===== src/hdl/ole_pkg.sv =====
// ----------------------------------------------------------------------------
// ole_pkg
// shared types and constants of the ordered list engine: word formats,
// opcodes, controller states and the controller/datapath command bundle
// ----------------------------------------------------------------------------
package ole_pkg;

   // list storage
   localparam int DEPTH = 64;
   localparam int AW    = (DEPTH > 1) ? $clog2(DEPTH) : 1;   // store address
   localparam int LW    = $clog2(DEPTH + 1);                 // length, 0..DEPTH

   // operation codes of a request word
   typedef enum logic [1:0] {
      FUNC_INSERT  = 2'd0,
      FUNC_LIST    = 2'd1,
      FUNC_DELETE  = 2'd2,
      FUNC_REVERSE = 2'd3
   } ole_func_type;

   // status codes of a response word
   typedef enum logic [1:0] {
      ST_OK   = 2'd0,
      ST_FAIL = 2'd1,
      ST_ITEM = 2'd2
   } ole_status_type;

   typedef struct packed {
      logic [1:0]         func;
      logic [7:0]         position;
      logic signed [31:0] value;
   } ole_req_type;

   typedef struct packed {
      logic [1:0]         status;
      logic signed [31:0] element;
      logic               last;
   } ole_rsp_type;

   typedef enum logic [3:0] {
      S_IDLE,
      S_INS_SHIFT,
      S_INS_LAST,
      S_INS_WRITE,
      S_DEL_SHIFT,
      S_DEL_LAST,
      S_REV_READ,
      S_REV_WLO,
      S_REV_WHI,
      S_LIST_READ,
      S_LIST_SEND,
      S_RESULT
   } ole_state_type;

   typedef enum logic [2:0] {
      CUR_HOLD,
      CUR_LEN_M1,
      CUR_POS_P1,
      CUR_ZERO,
      CUR_INC,
      CUR_DEC
   } ole_cur_op_type;

   typedef enum logic [1:0] {
      HI_HOLD,
      HI_LEN_M1,
      HI_DEC
   } ole_hi_op_type;

   typedef enum logic [1:0] {
      LEN_HOLD,
      LEN_INC,
      LEN_DEC
   } ole_len_op_type;

   typedef enum logic [2:0] {
      WA_CUR_P2,
      WA_CUR_P1,
      WA_CUR_M2,
      WA_CUR_M1,
      WA_CUR,
      WA_HI,
      WA_POS
   } ole_wa_sel_type;

   typedef enum logic [1:0] {
      WD_RDA,
      WD_RDB,
      WD_VAL
   } ole_wd_sel_type;

   // controller -> datapath
   typedef struct packed {
      logic           load_req;
      ole_cur_op_type cur_op;
      ole_hi_op_type  hi_op;
      ole_len_op_type len_op;
      logic           rd_en;
      logic           wr_en;
      ole_wa_sel_type wa_sel;
      ole_wd_sel_type wd_sel;
      logic           out_load;
      ole_status_type out_status;
   } ole_cmd_type;

   // datapath -> controller
   typedef struct packed {
      logic ins_ok;
      logic ins_append;
      logic del_ok;
      logic del_none;
      logic len_zero;
      logic len_lt2;
      logic cur_eq_pos;
      logic cur_eq_len;
      logic cur_last;
      logic rev_more;
      logic out_free;
   } ole_stat_type;

endpackage


===== src/hdl/ordered_list_engine_core.sv =====
// ----------------------------------------------------------------------------
// ordered_list_engine_core
// bounded ordered list of signed 32-bit values with insert, delete,
// reverse and in-order listing, built as a sequencer plus a store datapath
// ----------------------------------------------------------------------------
//
//   channel  ports                        direction  word
//   req      req_valid/req_ready/req_data in         func, position, value
//   rsp      rsp_valid/rsp_ready/rsp_data out        status, element, last
//
// one request word is worked at a time; req_ready is high only when idle
// insert and delete shift the list tail one element per step, reverse swaps
//   pairs from both ends, listing reads and sends one element at a time
// the store is a single-write, dual-read memory with registered read data;
//   its contents are undefined after reset and need no clearing pass
// reset (synchronous) clears the length, the sequencer and rsp_valid
// the response register lets the next word start while a response waits;
//   a new response stalls in its send state until the old one is taken
//
module ordered_list_engine_core
   import ole_pkg::*;
(
   input  logic        clock,
   input  logic        reset,
   // request words
   input  logic        req_valid,
   output logic        req_ready,
   input  ole_req_type req_data,
   // response words
   output logic        rsp_valid,
   input  logic        rsp_ready,
   output ole_rsp_type rsp_data
);

   // command bundle from sequencer, flags back from datapath
   ole_cmd_type  cmd;
   ole_stat_type stat;

   // sequencer: decodes the opcode and walks shifts, swaps and listings
   ole_ctrl u_ctrl (
      .clock     (clock),
      .reset     (reset),
      .req_valid (req_valid),
      .req_ready (req_ready),
      .req_data  (req_data),
      .stat      (stat),
      .cmd       (cmd)
   );

   // datapath: list store, length, cursors and response register
   ole_dp u_dp (
      .clock     (clock),
      .reset     (reset),
      .req_data  (req_data),
      .cmd       (cmd),
      .stat      (stat),
      .rsp_ready (rsp_ready),
      .rsp_valid (rsp_valid),
      .rsp_data  (rsp_data)
   );

endmodule


===== src/hdl/ole_dp.sv =====
// ----------------------------------------------------------------------------
// ole_dp
// list store, length and cursors, compare flags and the response register
// ----------------------------------------------------------------------------
module ole_dp
   import ole_pkg::*;
(
   input  logic         clock,
   input  logic         reset,
   input  ole_req_type  req_data,
   input  ole_cmd_type  cmd,
   output ole_stat_type stat,
   input  logic         rsp_ready,
   output logic         rsp_valid,
   output ole_rsp_type  rsp_data
);

   logic [31:0]   mem_ram [DEPTH];
   logic [31:0]   rd_a_ff;
   logic [31:0]   rd_b_ff;

   logic [LW-1:0] len_ff, len_in;
   logic [LW-1:0] cursor_ff, cursor_in;
   logic [LW-1:0] hi_ff, hi_in;
   logic [7:0]    pos_ff;
   logic [31:0]   val_ff;

   logic          rsp_valid_ff, rsp_valid_in;
   ole_rsp_type   rsp_data_ff, rsp_data_in;

   logic [LW:0]   cur_ext;
   logic [LW:0]   addr_wide;
   logic [AW-1:0] wr_addr;
   logic [31:0]   wr_data;
   logic [7:0]    len8;

   assign cur_ext = {1'b0, cursor_ff};
   assign len8    = 8'(len_ff);

   // write address and data
   always_comb begin
      unique case (cmd.wa_sel)
         WA_CUR_P2: addr_wide = cur_ext + (LW+1)'(2);
         WA_CUR_P1: addr_wide = cur_ext + (LW+1)'(1);
         WA_CUR_M2: addr_wide = cur_ext - (LW+1)'(2);
         WA_CUR_M1: addr_wide = cur_ext - (LW+1)'(1);
         WA_CUR:    addr_wide = cur_ext;
         WA_HI:     addr_wide = {1'b0, hi_ff};
         WA_POS:    addr_wide = (LW+1)'(pos_ff);
         default:   addr_wide = cur_ext;
      endcase
      wr_addr = addr_wide[AW-1:0];
      unique case (cmd.wd_sel)
         WD_RDA:  wr_data = rd_a_ff;
         WD_RDB:  wr_data = rd_b_ff;
         WD_VAL:  wr_data = val_ff;
         default: wr_data = val_ff;
      endcase
   end

   always_ff @(posedge clock) begin
      if (cmd.wr_en) begin
         mem_ram[wr_addr] <= wr_data;
      end
   end

   always_ff @(posedge clock) begin
      if (cmd.rd_en) begin
         rd_a_ff <= mem_ram[cursor_ff[AW-1:0]];
         rd_b_ff <= mem_ram[hi_ff[AW-1:0]];
      end
   end

   // length and cursors
   always_comb begin
      unique case (cmd.len_op)
         LEN_INC: len_in = len_ff + LW'(1);
         LEN_DEC: len_in = len_ff - LW'(1);
         default: len_in = len_ff;
      endcase
      unique case (cmd.cur_op)
         CUR_LEN_M1: cursor_in = len_ff - LW'(1);
         CUR_POS_P1: cursor_in = LW'(req_data.position) + LW'(1);
         CUR_ZERO:   cursor_in = '0;
         CUR_INC:    cursor_in = cursor_ff + LW'(1);
         CUR_DEC:    cursor_in = cursor_ff - LW'(1);
         default:    cursor_in = cursor_ff;
      endcase
      unique case (cmd.hi_op)
         HI_LEN_M1: hi_in = len_ff - LW'(1);
         HI_DEC:    hi_in = hi_ff - LW'(1);
         default:   hi_in = hi_ff;
      endcase
   end

   always_ff @(posedge clock) begin
      if (reset) begin
         len_ff <= '0;
      end else begin
         len_ff <= len_in;
      end
   end

   always_ff @(posedge clock) begin
      cursor_ff <= cursor_in;
      hi_ff     <= hi_in;
      if (cmd.load_req) begin
         pos_ff <= req_data.position;
         val_ff <= req_data.value;
      end
   end

   // response register
   always_comb begin
      rsp_data_in = rsp_data_ff;
      if (cmd.out_load) begin
         rsp_data_in.status = cmd.out_status;
         if (cmd.out_status == ST_ITEM) begin
            rsp_data_in.element = rd_a_ff;
            rsp_data_in.last    = stat.cur_last;
         end else begin
            rsp_data_in.element = '0;
            rsp_data_in.last    = 1'b1;
         end
      end
      priority if (cmd.out_load) begin
         rsp_valid_in = 1'b1;
      end else if (rsp_ready) begin
         rsp_valid_in = 1'b0;
      end else begin
         rsp_valid_in = rsp_valid_ff;
      end
   end

   always_ff @(posedge clock) begin
      if (reset) begin
         rsp_valid_ff <= 1'b0;
      end else begin
         rsp_valid_ff <= rsp_valid_in;
      end
   end

   always_ff @(posedge clock) begin
      rsp_data_ff <= rsp_data_in;
   end

   assign rsp_valid = rsp_valid_ff;
   assign rsp_data  = rsp_data_ff;

   // flags for the controller
   always_comb begin
      stat.ins_ok     = (len_ff != LW'(DEPTH)) && (req_data.position <= len8);
      stat.ins_append = req_data.position == len8;
      stat.del_ok     = req_data.position < len8;
      stat.del_none   = (9'(req_data.position) + 9'd1) == 9'(len_ff);
      stat.len_zero   = len_ff == '0;
      stat.len_lt2    = len_ff < LW'(2);
      stat.cur_eq_pos = 8'(cursor_ff) == pos_ff;
      stat.cur_eq_len = cursor_ff == len_ff;
      stat.cur_last   = (cur_ext + (LW+1)'(1)) == {1'b0, len_ff};
      stat.rev_more   = (cur_ext + (LW+1)'(2)) < {1'b0, hi_ff};
      stat.out_free   = !rsp_valid_ff || rsp_ready;
   end

endmodule


===== src/hdl/ole_ctrl.sv =====
// ----------------------------------------------------------------------------
// ole_ctrl
// operation sequencer: decodes a request word and steps the datapath
// through shifts, swaps and listings
// ----------------------------------------------------------------------------
module ole_ctrl
   import ole_pkg::*;
(
   input  logic         clock,
   input  logic         reset,
   input  logic         req_valid,
   output logic         req_ready,
   input  ole_req_type  req_data,
   input  ole_stat_type stat,
   output ole_cmd_type  cmd
);

   ole_state_type state_ff, state_in;
   logic          first_ff, first_in;
   logic          ok_ff, ok_in;
   logic          accept;

   assign req_ready = state_ff == S_IDLE;
   assign accept    = req_valid && req_ready;

   // next state
   always_comb begin
      state_in = state_ff;
      first_in = 1'b0;
      ok_in    = ok_ff;
      unique case (state_ff)
         S_IDLE: begin
            if (accept) begin
               unique case (req_data.func)
                  FUNC_INSERT: begin
                     ok_in = stat.ins_ok;
                     if (!stat.ins_ok) begin
                        state_in = S_RESULT;
                     end else if (stat.ins_append) begin
                        state_in = S_INS_WRITE;
                     end else begin
                        state_in = S_INS_SHIFT;
                        first_in = 1'b1;
                     end
                  end
                  FUNC_DELETE: begin
                     ok_in = stat.del_ok;
                     if (!stat.del_ok || stat.del_none) begin
                        state_in = S_RESULT;
                     end else begin
                        state_in = S_DEL_SHIFT;
                        first_in = 1'b1;
                     end
                  end
                  FUNC_LIST: begin
                     if (!stat.len_zero) begin
                        state_in = S_LIST_READ;
                     end
                  end
                  FUNC_REVERSE: begin
                     if (!stat.len_lt2) begin
                        state_in = S_REV_READ;
                     end
                  end
                  default: state_in = S_IDLE;
               endcase
            end
         end
         S_INS_SHIFT: begin
            if (stat.cur_eq_pos) begin
               state_in = S_INS_LAST;
            end
         end
         S_INS_LAST:  state_in = S_INS_WRITE;
         S_INS_WRITE: state_in = S_RESULT;
         S_DEL_SHIFT: begin
            if (stat.cur_eq_len) begin
               state_in = S_DEL_LAST;
            end
         end
         S_DEL_LAST: state_in = S_RESULT;
         S_REV_READ: state_in = S_REV_WLO;
         S_REV_WLO:  state_in = S_REV_WHI;
         S_REV_WHI:  state_in = stat.rev_more ? S_REV_READ : S_IDLE;
         S_LIST_READ: state_in = S_LIST_SEND;
         S_LIST_SEND: begin
            if (stat.out_free) begin
               state_in = stat.cur_last ? S_IDLE : S_LIST_READ;
            end
         end
         S_RESULT: begin
            if (stat.out_free) begin
               state_in = S_IDLE;
            end
         end
         default: state_in = S_IDLE;
      endcase
   end

   // datapath commands
   always_comb begin
      cmd            = '0;
      cmd.cur_op     = CUR_HOLD;
      cmd.hi_op      = HI_HOLD;
      cmd.len_op     = LEN_HOLD;
      cmd.wa_sel     = WA_CUR;
      cmd.wd_sel     = WD_RDA;
      cmd.out_status = ST_OK;
      unique case (state_ff)
         S_IDLE: begin
            if (accept) begin
               cmd.load_req = 1'b1;
               unique case (req_data.func)
                  FUNC_INSERT: begin
                     cmd.cur_op = CUR_LEN_M1;
                     if (stat.ins_ok) begin
                        cmd.len_op = LEN_INC;
                     end
                  end
                  FUNC_DELETE: begin
                     cmd.cur_op = CUR_POS_P1;
                     if (stat.del_ok) begin
                        cmd.len_op = LEN_DEC;
                     end
                  end
                  FUNC_LIST: cmd.cur_op = CUR_ZERO;
                  FUNC_REVERSE: begin
                     cmd.cur_op = CUR_ZERO;
                     cmd.hi_op  = HI_LEN_M1;
                  end
                  default: cmd.cur_op = CUR_HOLD;
               endcase
            end
         end
         S_INS_SHIFT: begin
            cmd.rd_en  = 1'b1;
            cmd.wr_en  = !first_ff;
            cmd.wa_sel = WA_CUR_P2;
            cmd.wd_sel = WD_RDA;
            if (!stat.cur_eq_pos) begin
               cmd.cur_op = CUR_DEC;
            end
         end
         S_INS_LAST: begin
            cmd.wr_en  = 1'b1;
            cmd.wa_sel = WA_CUR_P1;
            cmd.wd_sel = WD_RDA;
         end
         S_INS_WRITE: begin
            cmd.wr_en  = 1'b1;
            cmd.wa_sel = WA_POS;
            cmd.wd_sel = WD_VAL;
         end
         S_DEL_SHIFT: begin
            cmd.rd_en  = 1'b1;
            cmd.wr_en  = !first_ff;
            cmd.wa_sel = WA_CUR_M2;
            cmd.wd_sel = WD_RDA;
            if (!stat.cur_eq_len) begin
               cmd.cur_op = CUR_INC;
            end
         end
         S_DEL_LAST: begin
            cmd.wr_en  = 1'b1;
            cmd.wa_sel = WA_CUR_M1;
            cmd.wd_sel = WD_RDA;
         end
         S_REV_READ: cmd.rd_en = 1'b1;
         S_REV_WLO: begin
            cmd.wr_en  = 1'b1;
            cmd.wa_sel = WA_CUR;
            cmd.wd_sel = WD_RDB;
         end
         S_REV_WHI: begin
            cmd.wr_en  = 1'b1;
            cmd.wa_sel = WA_HI;
            cmd.wd_sel = WD_RDA;
            cmd.cur_op = CUR_INC;
            cmd.hi_op  = HI_DEC;
         end
         S_LIST_READ: cmd.rd_en = 1'b1;
         S_LIST_SEND: begin
            if (stat.out_free) begin
               cmd.out_load   = 1'b1;
               cmd.out_status = ST_ITEM;
               if (!stat.cur_last) begin
                  cmd.cur_op = CUR_INC;
               end
            end
         end
         S_RESULT: begin
            if (stat.out_free) begin
               cmd.out_load   = 1'b1;
               cmd.out_status = ok_ff ? ST_OK : ST_FAIL;
            end
         end
         default: cmd.rd_en = 1'b0;
      endcase
   end

   always_ff @(posedge clock) begin
      if (reset) begin
         state_ff <= S_IDLE;
         first_ff <= 1'b0;
         ok_ff    <= 1'b0;
      end else begin
         state_ff <= state_in;
         first_ff <= first_in;
         ok_ff    <= ok_in;
      end
   end

endmodule

===== config.mk =====
export PLATFORM = sky130hd
export DESIGN_NAME = ordered_list_engine_core
export DESIGN_NICKNAME = d
export VERILOG_FILES = /design/src/hdl/ole_pkg.sv /design/src/hdl/ordered_list_engine_core.sv /design/src/hdl/ole_dp.sv /design/src/hdl/ole_ctrl.sv
export SDC_FILE = /design/constraint.sdc
export NUM_CORES = 2
export LEC_CHECK = 0
export BUFFER_PORTS_ARGS = -buffer_cell sky130_fd_sc_hd__buf_2
export CORE_MARGIN = 4
export CORE_UTILIZATION = 64
export CTS_BUF_LIST = sky130_fd_sc_hd__clkbuf_16
export CTS_CLUSTER_DIAMETER = 100
export DETAILED_ROUTE_END_ITERATION = 10
export PLACE_DENSITY = 0.82
export SLEW_MARGIN = 20
export SYNTH_ARGS = -nofsm -noshare
export SYNTH_HDL_FRONTEND = slang
export SYNTH_HIERARCHICAL = 1
export SYNTH_SLANG_ARGS = --single-unit

===== constraint.sdc =====
create_clock -name clock -period 6.4 [get_ports clock]
set_input_delay 0.64 -clock clock [delete_from_list [all_inputs] [get_ports clock]]
set_output_delay 0.64 -clock clock [all_outputs]
set_load 0.02 [all_outputs]

==> After elaboration in Yosys (flattened, before gate mapping) <==
Memory sizes are Yosys's and may differ from the RTL's. A register that Yosys moved wholly into a read port is not among the register bits.
Cells that the tools add are included.
{ "classes": {"n_lt_le_gt_ge": 4, "bitwise_logic": 2, "mux": 48, "reduce_logical": 23, "add_sub_neg": 11, "n_eq_ne": 43} }
{ "ops": {"columns": ["operator", "count"], "rows": [
  ["$pmux W32 S2", 1],
  ["$pmux W4 S11", 1],
  ["$pmux W6 S7", 1],
  ["$mux W4", 10],
  ["$pmux W6 S6", 1],
  ["$pmux W7 S5", 1],
  ["$pmux W7 S2", 2],
  ["$add A7 B1 Y7 const B", 3],
  ["$mux W3", 7],
  ["$sub A7 B1 Y7 const B", 3],
  ["$eq A4 B3 Y1 const B", 4],
  ["$eq A4 B4 Y1 const B", 4],
  ["$eq A8 B7 Y1", 2],
  ["$lt A8 B7 Y1", 2],
  ["$pmux W4 S4", 1],
  ["$pmux W3 S5", 1],
  ["$eq A3 B2 Y1 const B", 4],
  ["$eq A3 B3 Y1 const B", 4],
  ["$mux W1", 12],
  ["$eq A2 B2 Y1 const B", 5],
  ["$add A8 B1 Y9 const B", 1],
  ["$eq A9 B7 Y1", 1],
  ["$pmux W3 S3", 1],
  ["$add A7 B1 Y8 const B", 1],
  ["35 further kinds", 58]
]} }
{ "totals": {"out_inout_bits": 37, "n_memories": 1, "input_bits": 46, "register_bits": 103, "ram_bits": 2048} }
{ "memory_table": {"columns": ["name", "depth", "word_bits", "read_ports", "rd_clocked_by_memory_dff", "wr", "line_no", "rtl"], "rows": [
  ["u_dp.mem_ram", 64, 32, 2, 2, 1, "ole_dp.sv:18", "logic [31:0] mem_ram [DEPTH];"]
]} }

==> Longest topological paths before layout <==
{ "logic_depth": {"ltp_word": 8, "mapped_depth": 23, "depth_no_buf": 20} }

==> By module <==
Netlist, hierarchy kept.
{ "by_module_without_submodules": {"columns": ["mod", "cells_per_inst", "instances", "seq_area_each_um2", "area_each_um2"], "rows": [
  ["ole_dp", 5101, 1, 66253.5, 101936.5],
  ["ole_ctrl", 111, 1, 120.1, 739.5]
]} }

==> Least setup slack after synthesis <==
OpenSTA, ideal clock, no wires.
{ "synth_path": {"kind": "flip-flop to flip-flop", "start": "register u_ctrl.state_ff[0]", "end": "memory u_dp.mem_ram[0][10], data pin", "slack_ns": 1.409, "stages_incl_launch_ff": 9, "t_arrival_ns": 4.289, "n_path_buf": 4, "required_ns": 5.698, "period_less_slack_ns": 4.991, "cell_sequence": "dfxtp_1 > buf_2 > clkbuf_1 > nand2_1 > nor2_1 > clkbuf_1 > clkbuf_1 > mux2i_1 > o21ai_0"} }
{ "synth_lines": {"columns": ["element", "line_no", "rtl"], "rows": [
  ["start, declared", "ole_ctrl.sv:18", "ole_state_type state_ff, state_in;"],
  ["start signal, assigned", "ole_ctrl.sv:207", "state_ff <= state_in;"],
  ["end, declared", "ole_dp.sv:18", null]
]} }

==> results.txt <==
The run finished with clean final reports. The worst path arrival time is 6.20 ns. The commonest cells after synthesis are sky130_fd_sc_hd__edfxtp_1 (2,201), sky130_fd_sc_hd__mux4_2 (1,090), sky130_fd_sc_hd__nand2_1 (281). For this design, the slowest cell found on the critical path is sky130_fd_sc_hd__a222oi_1. TritonCTS built the clock tree. The number of enable-type register cells in the synthesized netlist is 2,201.

The library cell with the largest summed area after synthesis is sky130_fd_sc_hd__edfxtp_1. The clock network latency to the later pin of the worst-skew pair is 0.89 ns. The power density relative to cell area is around 500 nW/µm². The number of distinct library cells after synthesis came out at 70. The die covers about 170,000 µm².

The highest ir drop seen on vdd came out at ~0.46 mV. The average wire per standard cell is between 40 and 50 µm. The Yosys step of the flow raised 6 warnings. The post-CTS clock slew at the launch and capture registers of the worst setup and hold paths is 0.06 ns. Summed over all cells, the static leakage comes to about 37 nW. The delay of the slowest cell on the worst path is 1.05 ns. By area the synthesized netlist is led by sky130_fd_sc_hd__edfxtp_1 (64%), sky130_fd_sc_hd__mux4_2 (24%), sky130_fd_sc_hd__mux2i_1 (2.5%). The critical path goes through nor2b_1 -> nand2_1 -> a21oi_1 -> buf_4 -> nand2b_1 -> nand3_1 -> a222oi_1 -> and2_1 -> nand2_1 -> nor2_4 -> buf_4. Max-cap violations in this run came to 0. For this run, design rule violations remaining after detail routing come to 0.

Summed over all layers, the routed wires come to 345 mm. For the pin with the worst max-slew slack, the measured transition is 1.27 ns. The post-route netlist has 33.1% of its cells at a drive strength greater than 1. The final hold violation count is 0. The post-layout worst setup margin is 0.697 ns.

The root buffer cell chosen for the clock tree is sky130_fd_sc_hd__clkbuf_16. Subtracting the final worst setup slack from the clock period gives 5.70 ns. Summing the sequential cell areas from Yosys gives 64.6% of the chip area.

The proportion of register bits with asynchronous set or reset after synthesis is 0%. The global-route wire length before repair is 484 mm. Summing the areas of all compound-gate instances in the mapped netlist gives 3.46% of the synthesized area. At the placement stage, the worst setup path has a slack of 1.01 ns.

Setup violations remaining at the end of the flow were counted as 0. The min-delay analysis places its worst path in the category input port to flop. The number of antenna violations at the first check in global routing came out at 14.

The H-tree was split into 4 levels. The initial cell density of the core is 64.6%. The multiplexer share of the synthesized area is 26.4%. The hold buffer count at cts is 33. For this run the aggregate overflow at the end of global routing stands at 0. The post-CTS setup repair buffer count came out at 0. The vias per cell came out at just over 8. The total global-route track usage is 41.6%. The number of buffers created by CTS came out at 214. After synthesis, the largest family of logic cells by area is multiplexers.

The die height is 409 µm. The area fraction in and, or, nand and nor cells after synthesis came out at 2.63%. The worst clock skew came out at between 0.04 and 0.05 ns. The startpoint type of the worst setup path is a flop. In this run the tool buffered the top-level ports with 82 buffer cells. The data required time of the worst path is 6.90 ns.

The worst slew margin relative to its limit is roughly 15%. The count of nets after finishing is 5,457. In this run, synthesis produced a sequential element count of roughly 2,200.

The DRC marker count from the first detailed-route iteration came out at 12,500. In the synthesized netlist, the number of instances is roughly 5,200. The post-route fraction of the period consumed by the critical path came out at ~89%.

The fraction of the mapped netlist area in adder cells is 0.385%. The number of nets still failing antenna checks after routing came out at 0. The buffer levels on the longest clock path is 3. The congestion estimate from routability-driven global placement came to 0.914.

After Yosys synthesis, XOR and XNOR cells account for 0.444% of the synthesized area. The via total after detailed routing came out at 63,300. The number of fillers in the final layout is 8,761.

The overall power consumption is 0.0562 W. The number of global-route vias before repair is 63,600. The number of placed instances with taps included came out at 7,198. The critical path class is flop to flop. The floorplan has around 150 rows.

The horizontal extent of the die is 409 µm. The top-level port count is 83. The most repeated cell in the gate-level netlist after synthesis is sky130_fd_sc_hd__edfxtp_1. For this run, the leading register cell type out of synthesis is sky130_fd_sc_hd__edfxtp_1. The number of gates resized after cts is 0.

The maximum number of pins on one net before global-route repair is 155. The HPWL after detailed placement is 194 mm. The post-synthesis area per instance is 19.7 µm². The placeable core region is about 160,000 µm².

The area growth from synthesis to final layout is 11.5%. The worst setup path is captured at a flop. The highest achievable clock rate is 0.175 GHz. The sum of negative setup slack came out at 0 ns. The count of placed standard cells in the final layout, fillers left out came out at 7,657. The final max-slew violation count came out at 0. The first TritonRoute pass finished after 5 iterations.

The netlist area before placement is between 100,000 and 150,000 µm². The number of sinks driven by the clock tree is about 2,200. When the netlist entered floorplanning its net count stood at 5,289. In this run the worst path has a maximum fanout of 21. Setup repair after global routing left no endpoint under its margin. The top cell type by area accounts for around 64% of the synthesized area.
==> cell type report <==
class | count | area, µm² | share of cell area, %
sequential | 2215 | 66400 | 58.0
tap | 2072 | 2590 | 2.26
timing repair buffer | 348 | 3020 | 2.64
antenna | 21 | 52.6 | 0.0459
inverter | 39 | 163 | 0.142
clock inverter | 185 | 1700 | 1.49
multi-input combinational | 2562 | 35200 | 30.7
clock buffer | 215 | 5380 | 4.70
==> layout by cell type (no fill, tap or decap), types with 14 or more instances in the layout <==
cell / count
sky130_fd_sc_hd__clkbuf_16: 215
sky130_fd_sc_hd__clkinv_2: 42
sky130_fd_sc_hd__inv_1: 70
sky130_fd_sc_hd__o221ai_1: 82
sky130_fd_sc_hd__ha_1: 30
sky130_fd_sc_hd__o21ai_4: 32
sky130_fd_sc_hd__mux4_2: 1090
sky130_fd_sc_hd__nor2_4: 69
sky130_fd_sc_hd__and2_1: 37
sky130_fd_sc_hd__buf_4: 193
sky130_fd_sc_hd__o22ai_1: 84
sky130_fd_sc_hd__nand2b_1: 21
sky130_fd_sc_hd__o21ai_0: 66
sky130_fd_sc_hd__xor2_1: 19
sky130_fd_sc_hd__dlygate4sd3_1: 33
sky130_fd_sc_hd__buf_12: 34
sky130_fd_sc_hd__a221oi_1: 50
sky130_fd_sc_hd__mux2i_1: 256
sky130_fd_sc_hd__a22oi_1: 17
sky130_fd_sc_hd__xnor2_1: 33
sky130_fd_sc_hd__clkinv_1: 50
sky130_fd_sc_hd__dfxtp_1: 14
sky130_fd_sc_hd__edfxtp_1: 2201
sky130_fd_sc_hd__nor3_1: 33
sky130_fd_sc_hd__nand2_1: 281
sky130_fd_sc_hd__nor2_1: 83
sky130_fd_sc_hd__a21oi_1: 89
sky130_fd_sc_hd__bufinv_16: 24
sky130_fd_sc_hd__diode_2: 21
sky130_fd_sc_hd__buf_2: 82
sky130_fd_sc_hd__a211oi_1: 20
sky130_fd_sc_hd__nand3_1: 23
==> worst max-delay path: cells and delay by family (launching register included) <==
family / cells / cell delay (ns)
AO/OA/AOI/OAI: 2 / 1.29
AND/OR/NAND/NOR: 7 / 2.38
flip-flops: 1 / 0.82
buffers and inverters: 2 / 0.84
==> metrics by stage <==
step / hold slack [ns] / util (%) / area [µm²]
floorplan: 0.444 / - / 103000
global placement: 0.464 / 67.2 / 107000
CTS: 0.00570 / 71.9 / 114000
finish: 0.0400 / 72.0 / 114000
global route: 0.0267 / 72.0 / 114000
detailed placement: 0.477 / 67.2 / 107000
==> path summary, 6_finish.rpt <==
kind	to	slack, ns	from	cells past startpoint
max	u_dp/mem_ram[21][8]	0.70	u_ctrl/state_ff[1]	11
min	u_dp/pos_ff[0]	0.04	req_data[32]	1
max reg2reg	u_dp/mem_ram[21][8]	0.70	u_ctrl/state_ff[1]	11
min reg2reg	u_ctrl/ok_ff	0.49	u_ctrl/ok_ff	2
==> report_power, final <==
group	leakage (nW)	internal, W	switching, W
sequential	19.9	0.0205	0.00103
clock	3.59	0.00712	0.00577
combinational	13.3	0.00754	0.0143
total	36.8	0.0352	0.0211
==> logic make-up (layout without fill, tap and decap cells) <==
family          Yosys count  after routing
other cells               0             21
buf+inv                 435            787
compound gates          521            521
flops                  2215           2215
mux                    1348           1348
simple gates            610            610
xor+xnor                 52             52
fa+ha+maj                31             31
==> metal layers <==
metal	share of wire (%)	GRT usage, %	up-vias
met3	18	18.3	1632
met2	44	59.2	7001
met4	8.6	27.8	14
li1	-	-	22800
met1	30	52.3	31800
met5	0.029	0	-
==> registers in the layout, summed over array words and instances, names as in the netlist <==
signal and cells:
u_dp/cursor_ff 7, u_dp/hi_ff 7, u_dp/pos_ff 8, u_dp/rd_a_ff 32, u_dp/rsp_data 35, u_dp/rd_b_ff 32, u_ctrl/first_ff 1, u_ctrl/state_ff 4
u_dp/val_ff 32, u_dp/len_ff 7, u_dp/rsp_valid 1, u_ctrl/ok_ff 1, u_dp/mem_ram 2048
Power figures use the tool's default switching activity.
